$ cat src/rtl/slfp_pkg.sv
// Package for the sync/length frame parser.
// Holds the configuration and result record types, phase codes and reset values.
// No dependencies.
package slfp_pkg;

    localparam int TDATA_W    = 64;
    localparam int TUSER_W    = 2;
    localparam int PADDR_W    = 4;
    localparam int PDATA_W    = 32;

    localparam logic [7:0]  SYNC_FIRST_RST    = 8'hAF;
    localparam logic [7:0]  SYNC_SECOND_RST   = 8'h20;
    localparam logic [7:0]  EXPECTED_TYPE_RST = 8'd5;
    localparam logic [15:0] MAX_LEN_RST       = 16'd2048;

    typedef enum logic [1:0] {
        REG_SYNC_FIRST  = 2'd0,
        REG_SYNC_SECOND = 2'd1,
        REG_EXP_TYPE    = 2'd2,
        REG_MAX_LEN     = 2'd3
    } reg_idx_t;

    typedef enum logic [1:0] {
        PH_HUNT   = 2'd0,
        PH_SYNC2  = 2'd1,
        PH_HEADER = 2'd2,
        PH_BODY   = 2'd3
    } phase_t;

    typedef enum logic [1:0] {
        HDR_TYPE   = 2'd0,
        HDR_SUB    = 2'd1,
        HDR_LEN_LO = 2'd2,
        HDR_LEN_HI = 2'd3
    } hdr_idx_t;

    typedef struct packed {
        logic [7:0]  sync_first;
        logic [7:0]  sync_second;
        logic [7:0]  expected_type;
        logic [15:0] max_len;
    } cfg_t;

    typedef struct packed {
        logic [7:0]  data_byte;
        logic [15:0] payload_offset;
        logic [7:0]  hdr_type;
        logic [7:0]  sub_id;
        logic [15:0] hdr_len;
        logic        is_payload;
        logic        frame_end;
        logic        checksum_ok;
        logic        type_match;
        logic        length_error;
    } res_t;

    localparam int RES_W = $bits(res_t);

endpackage

$ cat src/rtl/slfp_front.sv
// Front end of the frame parser: sync hunt, header capture, payload and checksum tracking.
// Turns each accepted byte into at most one result record. Depends on slfp_pkg.
module slfp_front
    import slfp_pkg::*;
(
    input  logic       clk,
    input  logic       rst_n,
    input  logic       take,
    input  logic [7:0] rx_byte,
    input  cfg_t       cfg,
    output logic       res_valid,
    output res_t       res
);

    phase_t      phase_reg, phase_next;
    logic [15:0] count_reg, count_next;
    logic [15:0] len_reg, len_next;
    logic [7:0]  type_reg, type_next;
    logic [7:0]  sub_reg, sub_next;
    logic [7:0]  sum_a_reg, sum_a_next;
    logic [7:0]  sum_b_reg, sum_b_next;
    logic [7:0]  check_a_reg, check_a_next;
    logic        seen_reg, seen_next;

    logic [15:0] len_full;
    logic        len_bad;
    logic        in_payload;
    hdr_idx_t    hdr_idx;

    assign len_full   = {rx_byte, len_reg[7:0]};
    assign len_bad    = len_full > cfg.max_len;
    assign in_payload = count_reg < len_reg;
    assign hdr_idx    = hdr_idx_t'(count_reg[1:0]);

    always_comb
    begin
        phase_next = phase_reg;
        if (take)
        begin
            unique case (phase_reg)
                PH_HUNT:
                begin
                    if (rx_byte == cfg.sync_first)
                    begin
                        phase_next = PH_SYNC2;
                    end
                end
                PH_SYNC2:
                begin
                    phase_next = (rx_byte == cfg.sync_second) ? PH_HEADER : PH_HUNT;
                end
                PH_HEADER:
                begin
                    if (hdr_idx == HDR_LEN_HI)
                    begin
                        phase_next = len_bad ? PH_HUNT : PH_BODY;
                    end
                end
                PH_BODY:
                begin
                    if (!in_payload && seen_reg)
                    begin
                        phase_next = PH_HUNT;
                    end
                end
            endcase
        end
    end

    always_comb
    begin
        count_next   = count_reg;
        len_next     = len_reg;
        type_next    = type_reg;
        sub_next     = sub_reg;
        sum_a_next   = sum_a_reg;
        sum_b_next   = sum_b_reg;
        check_a_next = check_a_reg;
        seen_next    = seen_reg;
        res_valid    = 1'b0;
        res          = '0;
        res.hdr_type = type_reg;
        res.sub_id   = sub_reg;
        res.hdr_len  = len_reg;
        if (take)
        begin
            unique case (phase_reg)
                PH_HUNT:
                begin
                end
                PH_SYNC2:
                begin
                    if (rx_byte == cfg.sync_second)
                    begin
                        count_next = '0;
                    end
                end
                PH_HEADER:
                begin
                    unique case (hdr_idx)
                        HDR_TYPE:   type_next = rx_byte;
                        HDR_SUB:    sub_next  = rx_byte;
                        HDR_LEN_LO: len_next  = {len_reg[15:8], rx_byte};
                        HDR_LEN_HI: len_next  = len_full;
                    endcase
                    if (hdr_idx != HDR_LEN_HI)
                    begin
                        count_next = count_reg + 16'd1;
                    end
                    else
                    begin
                        count_next   = '0;
                        sum_a_next   = '0;
                        sum_b_next   = '0;
                        check_a_next = '0;
                        seen_next    = 1'b0;
                        if (len_bad)
                        begin
                            res_valid        = 1'b1;
                            res.hdr_len      = len_full;
                            res.length_error = 1'b1;
                        end
                    end
                end
                PH_BODY:
                begin
                    if (in_payload)
                    begin
                        sum_a_next         = sum_a_reg + rx_byte;
                        sum_b_next         = sum_b_reg + sum_a_next;
                        count_next         = count_reg + 16'd1;
                        res_valid          = 1'b1;
                        res.data_byte      = rx_byte;
                        res.payload_offset = count_reg;
                        res.is_payload     = 1'b1;
                    end
                    else if (!seen_reg)
                    begin
                        check_a_next = rx_byte;
                        seen_next    = 1'b1;
                    end
                    else
                    begin
                        count_next      = '0;
                        seen_next       = 1'b0;
                        res_valid       = 1'b1;
                        res.frame_end   = 1'b1;
                        res.checksum_ok = (check_a_reg == sum_a_reg) && (rx_byte == sum_b_reg);
                        res.type_match  = res.checksum_ok && (type_reg == cfg.expected_type);
                    end
                end
            endcase
        end
    end

    always_ff @(posedge clk or negedge rst_n)
    begin
        if (!rst_n)
        begin
            phase_reg   <= PH_HUNT;
            count_reg   <= '0;
            len_reg     <= '0;
            type_reg    <= '0;
            sub_reg     <= '0;
            sum_a_reg   <= '0;
            sum_b_reg   <= '0;
            check_a_reg <= '0;
            seen_reg    <= 1'b0;
        end
        else
        begin
            phase_reg   <= phase_next;
            count_reg   <= count_next;
            len_reg     <= len_next;
            type_reg    <= type_next;
            sub_reg     <= sub_next;
            sum_a_reg   <= sum_a_next;
            sum_b_reg   <= sum_b_next;
            check_a_reg <= check_a_next;
            seen_reg    <= seen_next;
        end
    end

endmodule

$ cat src/rtl/slfp_fifo.sv
// Short result queue between the parser front end and the output stage.
// Holds result records in a small register array. Depends on slfp_pkg.
module slfp_fifo
    import slfp_pkg::*;
#(
    parameter int DEPTH = 4
)
(
    input  logic clk,
    input  logic rst_n,
    input  logic push,
    input  res_t push_data,
    input  logic pop,
    output res_t pop_data,
    output logic full,
    output logic empty
);

    localparam int PTR_W = (DEPTH > 1) ? $clog2(DEPTH) : 1;
    localparam int CNT_W = $clog2(DEPTH + 1);

    res_t             mem_reg [DEPTH];
    logic [PTR_W-1:0] wr_ptr_reg, wr_ptr_next;
    logic [PTR_W-1:0] rd_ptr_reg, rd_ptr_next;
    logic [CNT_W-1:0] count_reg, count_next;
    logic             do_push, do_pop;

    assign full     = count_reg == CNT_W'(DEPTH);
    assign empty    = count_reg == '0;
    assign do_push  = push && !full;
    assign do_pop   = pop && !empty;
    assign pop_data = mem_reg[rd_ptr_reg];

    always_comb
    begin
        wr_ptr_next = wr_ptr_reg;
        rd_ptr_next = rd_ptr_reg;
        count_next  = count_reg;
        if (do_push)
        begin
            wr_ptr_next = (wr_ptr_reg == PTR_W'(DEPTH - 1)) ? '0 : wr_ptr_reg + PTR_W'(1);
        end
        if (do_pop)
        begin
            rd_ptr_next = (rd_ptr_reg == PTR_W'(DEPTH - 1)) ? '0 : rd_ptr_reg + PTR_W'(1);
        end
        if (do_push && !do_pop)
        begin
            count_next = count_reg + CNT_W'(1);
        end
        else if (do_pop && !do_push)
        begin
            count_next = count_reg - CNT_W'(1);
        end
    end

    always_ff @(posedge clk)
    begin
        if (do_push)
        begin
            mem_reg[wr_ptr_reg] <= push_data;
        end
    end

    always_ff @(posedge clk or negedge rst_n)
    begin
        if (!rst_n)
        begin
            wr_ptr_reg <= '0;
            rd_ptr_reg <= '0;
            count_reg  <= '0;
        end
        else
        begin
            wr_ptr_reg <= wr_ptr_next;
            rd_ptr_reg <= rd_ptr_next;
            count_reg  <= count_next;
        end
    end

endmodule

$ cat src/rtl/slfp_back.sv
// Output stage of the frame parser: drains the result queue into the master stream register.
// Packs each result record onto tdata, tuser and tlast. Depends on slfp_pkg.
module slfp_back
    import slfp_pkg::*;
(
    input  logic               clk,
    input  logic               rst_n,
    input  logic               q_empty,
    input  res_t               q_data,
    output logic               q_pop,
    output logic               m_axis_tvalid,
    input  logic               m_axis_tready,
    output logic [TDATA_W-1:0] m_axis_tdata,
    output logic [TUSER_W-1:0] m_axis_tuser,
    output logic               m_axis_tlast
);

    logic valid_reg, valid_next;
    res_t data_reg;

    assign q_pop = !q_empty && (!valid_reg || m_axis_tready);

    always_comb
    begin
        valid_next = valid_reg;
        if (q_pop)
        begin
            valid_next = 1'b1;
        end
        else if (m_axis_tready)
        begin
            valid_next = 1'b0;
        end
    end

    always_ff @(posedge clk)
    begin
        if (q_pop)
        begin
            data_reg <= q_data;
        end
    end

    always_ff @(posedge clk or negedge rst_n)
    begin
        if (!rst_n)
        begin
            valid_reg <= 1'b0;
        end
        else
        begin
            valid_reg <= valid_next;
        end
    end

    assign m_axis_tvalid = valid_reg;
    assign m_axis_tlast  = data_reg.frame_end;
    assign m_axis_tuser  = {data_reg.length_error, data_reg.is_payload};
    assign m_axis_tdata  = {6'b0, data_reg.type_match, data_reg.checksum_ok,
                            data_reg.hdr_len, data_reg.sub_id, data_reg.hdr_type,
                            data_reg.payload_offset, data_reg.data_byte};

endmodule

$ cat src/rtl/sync_length_frame_parser_top.sv
// Channel     | Dir | Contents
// s_axis      | in  | one received byte per transaction
// m_axis      | out | payload byte, length error or frame end result
// apb         | in  | sync bytes, expected type, maximum payload length
//
// Takes one byte per cycle unless the result queue is full; the parser state is registered.
// Each result is queued, then loaded into the output register, and so shows on m_axis.
// Reset clears all control state at once, so the block takes bytes as soon as reset ends.
// A stalled output fills the result queue and output register; s_axis_tready drops when full.
//
// Top level of the sync/length frame parser. Depends on slfp_pkg, slfp_front,
// slfp_fifo and slfp_back.
module sync_length_frame_parser_top
    import slfp_pkg::*;
#(
    parameter int FIFO_DEPTH = 4
)
(
    input  logic               clk,
    input  logic               rst_n,
    input  logic               s_axis_tvalid,
    output logic               s_axis_tready,
    input  logic [7:0]         s_axis_tdata,  // [7:0] rx_byte
    output logic               m_axis_tvalid,
    input  logic               m_axis_tready,
    // [7:0] data_byte, [23:8] payload_offset, [31:24] hdr_type, [39:32] sub_id,
    // [55:40] hdr_len, [56] checksum_ok, [57] type_match, [63:58] zero
    output logic [TDATA_W-1:0] m_axis_tdata,
    output logic [TUSER_W-1:0] m_axis_tuser,  // [0] is_payload, [1] length_error
    output logic               m_axis_tlast,  // frame_end
    input  logic               psel,
    input  logic               penable,
    input  logic               pwrite,
    input  logic [PADDR_W-1:0] paddr,
    input  logic [PDATA_W-1:0] pwdata,
    output logic [PDATA_W-1:0] prdata,
    output logic               pready
);

    cfg_t     cfg_reg, cfg_next;
    reg_idx_t reg_idx;
    logic     cfg_wr;
    logic     take;
    logic     res_valid;
    res_t     res;
    logic     q_full, q_empty, q_pop;
    res_t     q_data;

    assign pready  = 1'b1;
    assign reg_idx = reg_idx_t'(paddr[3:2]);
    assign cfg_wr  = psel && penable && pwrite && pready;

    always_comb
    begin
        cfg_next = cfg_reg;
        if (cfg_wr)
        begin
            unique case (reg_idx)
                REG_SYNC_FIRST:  cfg_next.sync_first    = pwdata[7:0];
                REG_SYNC_SECOND: cfg_next.sync_second   = pwdata[7:0];
                REG_EXP_TYPE:    cfg_next.expected_type = pwdata[7:0];
                REG_MAX_LEN:     cfg_next.max_len       = pwdata[15:0];
            endcase
        end
    end

    always_comb
    begin
        unique case (reg_idx)
            REG_SYNC_FIRST:  prdata = {24'b0, cfg_reg.sync_first};
            REG_SYNC_SECOND: prdata = {24'b0, cfg_reg.sync_second};
            REG_EXP_TYPE:    prdata = {24'b0, cfg_reg.expected_type};
            REG_MAX_LEN:     prdata = {16'b0, cfg_reg.max_len};
        endcase
    end

    always_ff @(posedge clk or negedge rst_n)
    begin
        if (!rst_n)
        begin
            cfg_reg.sync_first    <= SYNC_FIRST_RST;
            cfg_reg.sync_second   <= SYNC_SECOND_RST;
            cfg_reg.expected_type <= EXPECTED_TYPE_RST;
            cfg_reg.max_len       <= MAX_LEN_RST;
        end
        else
        begin
            cfg_reg <= cfg_next;
        end
    end

    assign s_axis_tready = !q_full;
    assign take          = s_axis_tvalid && s_axis_tready;

    slfp_front u_front (
        .clk       (clk),
        .rst_n     (rst_n),
        .take      (take),
        .rx_byte   (s_axis_tdata),
        .cfg       (cfg_reg),
        .res_valid (res_valid),
        .res       (res)
    );

    slfp_fifo #(
        .DEPTH (FIFO_DEPTH)
    ) u_fifo (
        .clk       (clk),
        .rst_n     (rst_n),
        .push      (res_valid),
        .push_data (res),
        .pop       (q_pop),
        .pop_data  (q_data),
        .full      (q_full),
        .empty     (q_empty)
    );

    slfp_back u_back (
        .clk           (clk),
        .rst_n         (rst_n),
        .q_empty       (q_empty),
        .q_data        (q_data),
        .q_pop         (q_pop),
        .m_axis_tvalid (m_axis_tvalid),
        .m_axis_tready (m_axis_tready),
        .m_axis_tdata  (m_axis_tdata),
        .m_axis_tuser  (m_axis_tuser),
        .m_axis_tlast  (m_axis_tlast)
    );

endmodule

$ cat config.mk
export PLATFORM = sky130hd
export DESIGN_NAME = sync_length_frame_parser_top
export DESIGN_NICKNAME = d
export VERILOG_FILES = /design/src/rtl/slfp_pkg.sv /design/src/rtl/slfp_front.sv /design/src/rtl/slfp_fifo.sv /design/src/rtl/slfp_back.sv /design/src/rtl/sync_length_frame_parser_top.sv
export SDC_FILE = /design/constraint.sdc
export NUM_CORES = 1
export LEC_CHECK = 0
export BUFFER_PORTS_ARGS = -buffer_cell sky130_fd_sc_hd__buf_2
export CAP_MARGIN = 20
export CORE_ASPECT_RATIO = 1.1
export CORE_MARGIN = 2
export CORE_UTILIZATION = 55
export DETAILED_ROUTE_END_ITERATION = 10
export GPL_TIMING_DRIVEN = 0
export PLACE_DENSITY = 0.74
export SLEW_MARGIN = 10
export SYNTH_ARGS = -nofsm -noshare
export SYNTH_HDL_FRONTEND = slang
export SYNTH_SLANG_ARGS = --single-unit
export TNS_END_PERCENT = 30
$ cat constraint.sdc
create_clock -name clk -period 8.25 [get_ports clk]
set_input_delay 0.825 -clock clk [delete_from_list [all_inputs] [get_ports clk]]
set_output_delay 0.825 -clock clk [all_outputs]
set_load 0.02 [all_outputs]
==> flow_summary.ini, run 1 <==
[run_status]
status = completed

[setup_path]
critPathLaunchType = flip-flop
critPathRequiredTime_ns = 8.49
cp_cell_sequence = inv_1, ha_1, and3_1, a221o_1, a31o_1, a211oi_4, nor2_1, o32a_1, nor2b_4, buf_12
max_stage_delay_ns = 0.74
crit_type = flip-flop to flip-flop
rr_worst_depth = 10
r2r_end = u_fifo.mem_reg[2][33]$_DFFE_PP_
end_kind = flip-flop
critPathSlowestCell = nor2b_4
critPathArrivalTime_ns = 4.12
r2r_setup_slack_ns = 4.37
critPathLaunch = u_front.len_reg[6]$_DFFE_PN0P_
crit-reg2reg-launch = u_front.len_reg[6]$_DFFE_PN0P_
worstPathMaxFanout = 24

[cts]
clk_path_buf_depth = 3
htreeDepth = 2
cts_tree = built
insertion_delay_ns = 0.55
clock-sinks = 428
cts_resized = 0
cts_hold_buf = 0
clk_pin_slew_ns = 0.06
cts_setup_buffers = 0
root_buffer = clkbuf_16
numCtsBuffers = 42

[detailed_routing]
avgRoutedWirePerCell_um = 20.7
drt_first_pass_iters = 5
drt-total-wl_mm = 37.3
antenna_left = 0
drc = 0
vias = 10300
viasPerCell = 5.71
drt-initial-drc-count = 756

[synthesis]
avgSynthCellArea_um2 = 15.9
yosys_warnings = 0
yosysTopAreaCell = edfxtp_1
ys_ff_latch = 428
synth_top_area_share_pct = 50.1
synth_ff_type = edfxtp_1
synth_common_cells = edfxtp_1, dfrtp_1, nand2_1, mux4_2, ha_1
synth_edf_count = 305
synth_area_um2 = 18300
synth.area.top_cells = edfxtp_1, dfrtp_1, mux4_2
synthDistinctLibCells = 60
synth_seq_area_share_pct = 67.0
netlist_instances = 1150
synthArstFlopShare_pct = 28.7
yosysMostFrequentCell = edfxtp_1

[timing]
fin_tns_setup_ns = 0
rsz0062_at_grt = false
final.min_clock_period_ns = 3.88
max_slew_margin_pct = 24.5
setup_viol = 0
hold-worst-slack_ns = 0.208
fin_skew_ns = 0.0206
worst_pin_slew_ns = 1.13
timing.final.crit_share_pct = 47.0
final_max_slew_viol_count = 0
setup_slack_ns = 4.37
hold_viol_final = 0
max_freq_ghz = 0.258

[flow_run]
cap_violations = 0

[floorplan]
core_area_um2 = 33000
start_util_pct = 55.4
chipWidth_um = 178
fp-row-count = 70
dieArea_um2 = 34700
io_pins = 153
die_y_um = 195

[global_route]
antenna_found_initial = 0
grt_max_degree = 85
grt_pass1_wl_mm = 58.2
grt-ovfl-total = 0
grt_pass1_vias = 10300
grt_use_total_pct = 22.2

[hold_path]
min_path_type = input port to asynchronous set/reset pin

[placement]
dp_hpwl_mm = 24.8
preCtsSetupSlack_ns = 4.17
place.gp.congestion = 0.864
portBuffers = 111
placed_area_um2 = 19800

[power_and_ir_drop]
p_leak_nw = 8.12
ir_drop_mv = 0.233
power_density_nw_per_um2 = 371

[finish]
drive_above_1_share_pct = 26.2
fin_area_um2 = 21100
syn2layout_area_growth_pct = 15.3
n_antenna_cell = 0
num-nets-final = 1450
largest_reg_flops = 244
-- critical path, delay by kind of cell, from the launching register on --
family	cells	cell delay [ns]
adders and majority gates	1	0.31
DFF	1	0.52
buffers and inverters	2	0.36
AOI/OAI and AO/OA	4	1.32
and+or+nand+nor	3	1.02
-- cell type report --
cell class | instances | area (um2)
plain buffers | 68 | 353
well taps | 432 | 541
fillers | 2317 | 11900
clock inverters | 21 | 155
flip-flops and latches | 428 | 12200
multi-input cells | 622 | 5610
repair buffers | 124 | 847
inverters | 53 | 200
clock buffers | 56 | 1120
-- metrics by stage --
step	utilization [%]	power [mW]	std cells
6_report	63.8	7.82	1804
5_1_grt	63.8	8.25	1804
4_1_cts	63.8	7.88	1804
3_5_place_dp	60.0	6.06	1727
3_3_place_gp	58.9	5.93	1714
2_1_floorplan	-	5.25	1171
-- cell families (layout without fill, tap and decap cells) --
| group | after synthesis | count (layout) | synth area share, % |
|---|---|---|---|
| adders and majority gates | 60 | 60 | 4.23 |
| and+or+nand+nor | 219 | 219 | 5.88 |
| xor gates and xnor gates | 55 | 55 | 2.63 |
| buffers and inverters | 121 | 322 | 3.02 |
| other | 2 | 23 | 0.0411 |
| DFF | 428 | 428 | 67.0 |
| muxes | 126 | 126 | 12.0 |
| AOI/OAI and AO/OA | 139 | 139 | 5.21 |
-- routing by layer --
layer,up-vias,GRT usage [%],wire (um)
met5,-,0,0
met4,0,6.41,838
met3,64,3.39,1970
met2,305,36.9,18700
met1,5219,30.7,15800
li1,4705,-,-
-- layout by cell type (no fill, tap or decap), types with 44 or more instances in the layout --
cell | netlist | final
edfxtp_1 | 305 | 305
buf_2 | 8 | 118
dfrtp_1 | 113 | 113
nand2_1 | 71 | 71
mux4_2 | 69 | 69
ha_1 | 57 | 57
mux2_2 | 55 | 55
o21ai_0 | 54 | 54
inv_1 | 51 | 51
clkbuf_1 | 31 | 44
-- report_power, final --
group | internal, mW | total [mW] | switching, mW | leakage, nW
Combinational | 1.11 | 2.61 | 1.49 | 3.14
Sequential | 3.09 | 3.42 | 0.323 | 4.36
Clock | 1.02 | 1.80 | 0.775 | 0.623
-- worst max-delay path by stage --
stage | end | slack [ns]
6_report | u_fifo.mem_reg[2][33]$_DFFE_PP_ | 4.37
5_1_grt | u_fifo.count_reg[1]$_DFFE_PN0P_ | 4.17
4_1_cts | u_fifo.mem_reg[2][51]$_DFFE_PP_ | 4.35
3_5_place_dp | u_fifo.count_reg[1]$_DFFE_PN0P_ | 4.17
3_3_place_gp | u_fifo.mem_reg[0][25]$_DFFE_PP_ | 0.50
2_1_floorplan | u_fifo.mem_reg[0][0]$_DFFE_PP_ | 2.93
(Power assumes the default switching activity.)
==> inputs of run 2 (changes only) <==
--- a/config.mk
+++ b/config.mk
@@ -5,6 +5,7 @@
 export SDC_FILE = /design/constraint.sdc
 export NUM_CORES = 1
 export LEC_CHECK = 0
+export ABC_AREA = 1
 export BUFFER_PORTS_ARGS = -buffer_cell sky130_fd_sc_hd__buf_2
 export CAP_MARGIN = 20
 export CORE_ASPECT_RATIO = 1.1
==> constraint.sdc (replaced) <==
create_clock -name clk -period 3.7 [get_ports clk]
set_input_delay 0.37 -clock clk [delete_from_list [all_inputs] [get_ports clk]]
set_output_delay 0.37 -clock clk [all_outputs]
set_load 0.02 [all_outputs]
==> flow_summary.ini, run 2 <==
[floorplan]
start_util_pct = 55.7
io_pins = 153
dieArea_um2 = 36100
fp-row-count = 71
die_y_um = 199
chipWidth_um = 181
core_area_um2 = 34200

[cts]
cts_tree = built
clk_pin_slew_ns = 0.06
insertion_delay_ns = 0.55
clock-sinks = 428
root_buffer = clkbuf_16
clk_path_buf_depth = 3
numCtsBuffers = 43
htreeDepth = 2

[power_and_ir_drop]
total_power_mw = 14.0
power.share.clock_pct = 30.8
p_leak_nw = 8.86
ir_drop_mv = 0.386
p_seq_share_pct = 43.3
sw_frac_of_total_pct = 33.0
switchingPower_mw = 4.61
power_density_nw_per_um2 = 636
intPower_mw = 9.37
p_comb_share_pct = 25.8

[placement]
place.gp.congestion = 0.915
post-place-cells = 2291
placed_area_um2 = 20600
preCtsSetupSlack_ns = 0.121
portBuffers = 111
dp_hpwl_mm = 30.8

[synthesis]
synth.area.top_cells = edfxtp_1, dfrtp_1, nand2_1
synthArstFlopShare_pct = 28.7
synth_ff_type = edfxtp_1
synth_top_area_share_pct = 48.1
yosys_warnings = 0
synth_area_um2 = 19100
synth_edf_count = 305
ys_ff_latch = 428
synth_seq_area_share_pct = 64.3
yosysTopAreaCell = edfxtp_1
yosysMostFrequentCell = edfxtp_1
synthDistinctLibCells = 42
avgSynthCellArea_um2 = 11.1
synth_common_cells = edfxtp_1, nand2_1, o21ai_0, nor2_1, inv_1
netlist_instances = 1709

[flow_run]
cap_violations = 0

[detailed_routing]
drt_first_pass_iters = 6
drt-total-wl_mm = 45.7
drt-initial-drc-count = 1392
vias = 13300
avgRoutedWirePerCell_um = 19.3
viasPerCell = 5.59
antenna_left = 0
drc = 0

[timing]
fin_skew_ns = 0.0107
final.min_clock_period_ns = 3.48
fin_tns_setup_ns = 0
final_max_slew_viol_count = 0
max_freq_ghz = 0.287
hold_viol_final = 0
hold-worst-slack_ns = 0.0412
setup_viol = 0
worst_pin_slew_ns = 0.794
max_slew_margin_pct = 46.9
timing.final.crit_share_pct = 94.1
setup_slack_ns = 0.220
rsz0062_at_grt = false

[finish]
instances_no_fill = 2372
n_antenna_cell = 0
syn2layout_area_growth_pct = 15.4
largest_reg_flops = 244
mostFrequentLayoutCells = edfxtp_1, nand2_1, o21ai_0, nor2_1, inv_1
drive_above_1_share_pct = 16.2
fin_area_um2 = 22000
fin_util_pct = 64.3
mostFrequentLayoutCell = edfxtp_1
num-nets-final = 2010

[setup_path]
end_kind = flip-flop
worstPathMaxFanout = 23
critPathArrivalTime_ns = 3.74
critPathRequiredTime_ns = 3.96
crit_type = flip-flop to flip-flop
critPathLaunchType = flip-flop

[global_route]
grt_use_total_pct = 25.7
grt-ovfl-total = 0
antenna_found_initial = 0
grt_pass1_vias = 13000
grt_pass1_wl_mm = 71.1
grt_max_degree = 84

[run_status]
status = completed

[hold_path]
min_path_type = input port to flip-flop
run 2: cell types whose count changed after synthesis, sizes merged, moves of 55 or more:
cell | previous run | this run
inv | 51 | 135
mux2 | 55 | 0
mux4 | 69 | 0
nand2 | 71 | 305
nor2 | 36 | 212
o21ai | 55 | 227
o22ai | 1 | 62
run 2: kinds of logic (layout without fill, tap and decap cells):
| family | Yosys count | in the layout | synth area share (%) |
|---|---|---|---|
| and+or+nand+nor | 603 | 603 | 14.2 |
| DFF | 428 | 428 | 64.3 |
| AOI/OAI and AO/OA | 342 | 342 | 9.77 |
| buffers and inverters | 225 | 429 | 5.35 |
| adders and majority gates | 60 | 60 | 4.06 |
| xor gates and xnor gates | 49 | 49 | 2.25 |
| other | 2 | 23 | 0.0394 |
run 2: path summary, 6_finish.rpt:
check / start / end / slack, ns / cells past startpoint
hold / removal: m_axis_tready / u_back.m_axis_tvalid$_DFFE_PN0P_ / 0.04 / 2
setup / recovery: u_front.len_reg[7]$_DFFE_PN0P_ / u_fifo.mem_reg[2][45]$_DFFE_PP_ / 0.22 / 13
min in group asynchronous: rst_n / u_front.sum_a_reg[7]$_DFFE_PN0P_ / 0.29 / 2
hold reg to reg: cfg_reg[6]$_DFFE_PN0P_ / cfg_reg[6]$_DFFE_PN0P_ / 0.49 / 2
max in group asynchronous: rst_n / cfg_reg[37]$_DFFE_PN1P_ / 2.63 / 3
setup reg to reg: u_front.len_reg[7]$_DFFE_PN0P_ / u_fifo.mem_reg[2][45]$_DFFE_PP_ / 0.22 / 13
run 2: power by group through the flow:
stage               sequential (mW)  combinational, mW  clock, mW
global route                   6.10               3.97       4.56
floorplan                      6.56               1.87          0
detailed placement             6.15               3.59          0
global placement               6.16               3.43          0
finish                         6.05               3.61       4.31
CTS                            6.06               3.62       4.37
run 2: layout make-up:
type                       instances  area [um2]
inverter                         135         512
fill                            2586       12200
tap                              438         548
buffer                            90         507
timing repair buffer             124         857
clock inverter                    29         250
multi-input combinational       1077        5910
clock buffer                      51        1160
sequential                       428       12200
run 2: repair_timing:
| item | in CTS | in global routing |
|---|---|---|
| buffers inserted | 0 | 0 |
| hold buffers | 1 | 0 |
| endpoints found under the hold margin | 34 | 0 |
| resized for setup | 0 | 1 |
| setup endpoints to repair | 0 | 43 |
run 2: metal layers:
metal	vias to the layer above	GRT usage (%)	part of all wire (%)
li1	6225	-	-
met1	6334	32.8	39
met2	595	44.6	49
met3	112	3.90	7.7
met4	0	10.3	3.8
met5	-	0	0
run 2: critical path, stage by stage (launching register included):
cell and delay [ns]:
dfrtp_1 0.55, inv_1 0.14, ha_1 0.33, nand2_1 0.08
inv_1 0.04, nor3_1 0.16, nand2_1 0.09, nand2_2 0.10
nand3_1 0.12, nand3_1 0.20, nand2_2 0.20, nor2_4 0.66
buf_12 0.28, buf_16 0.19
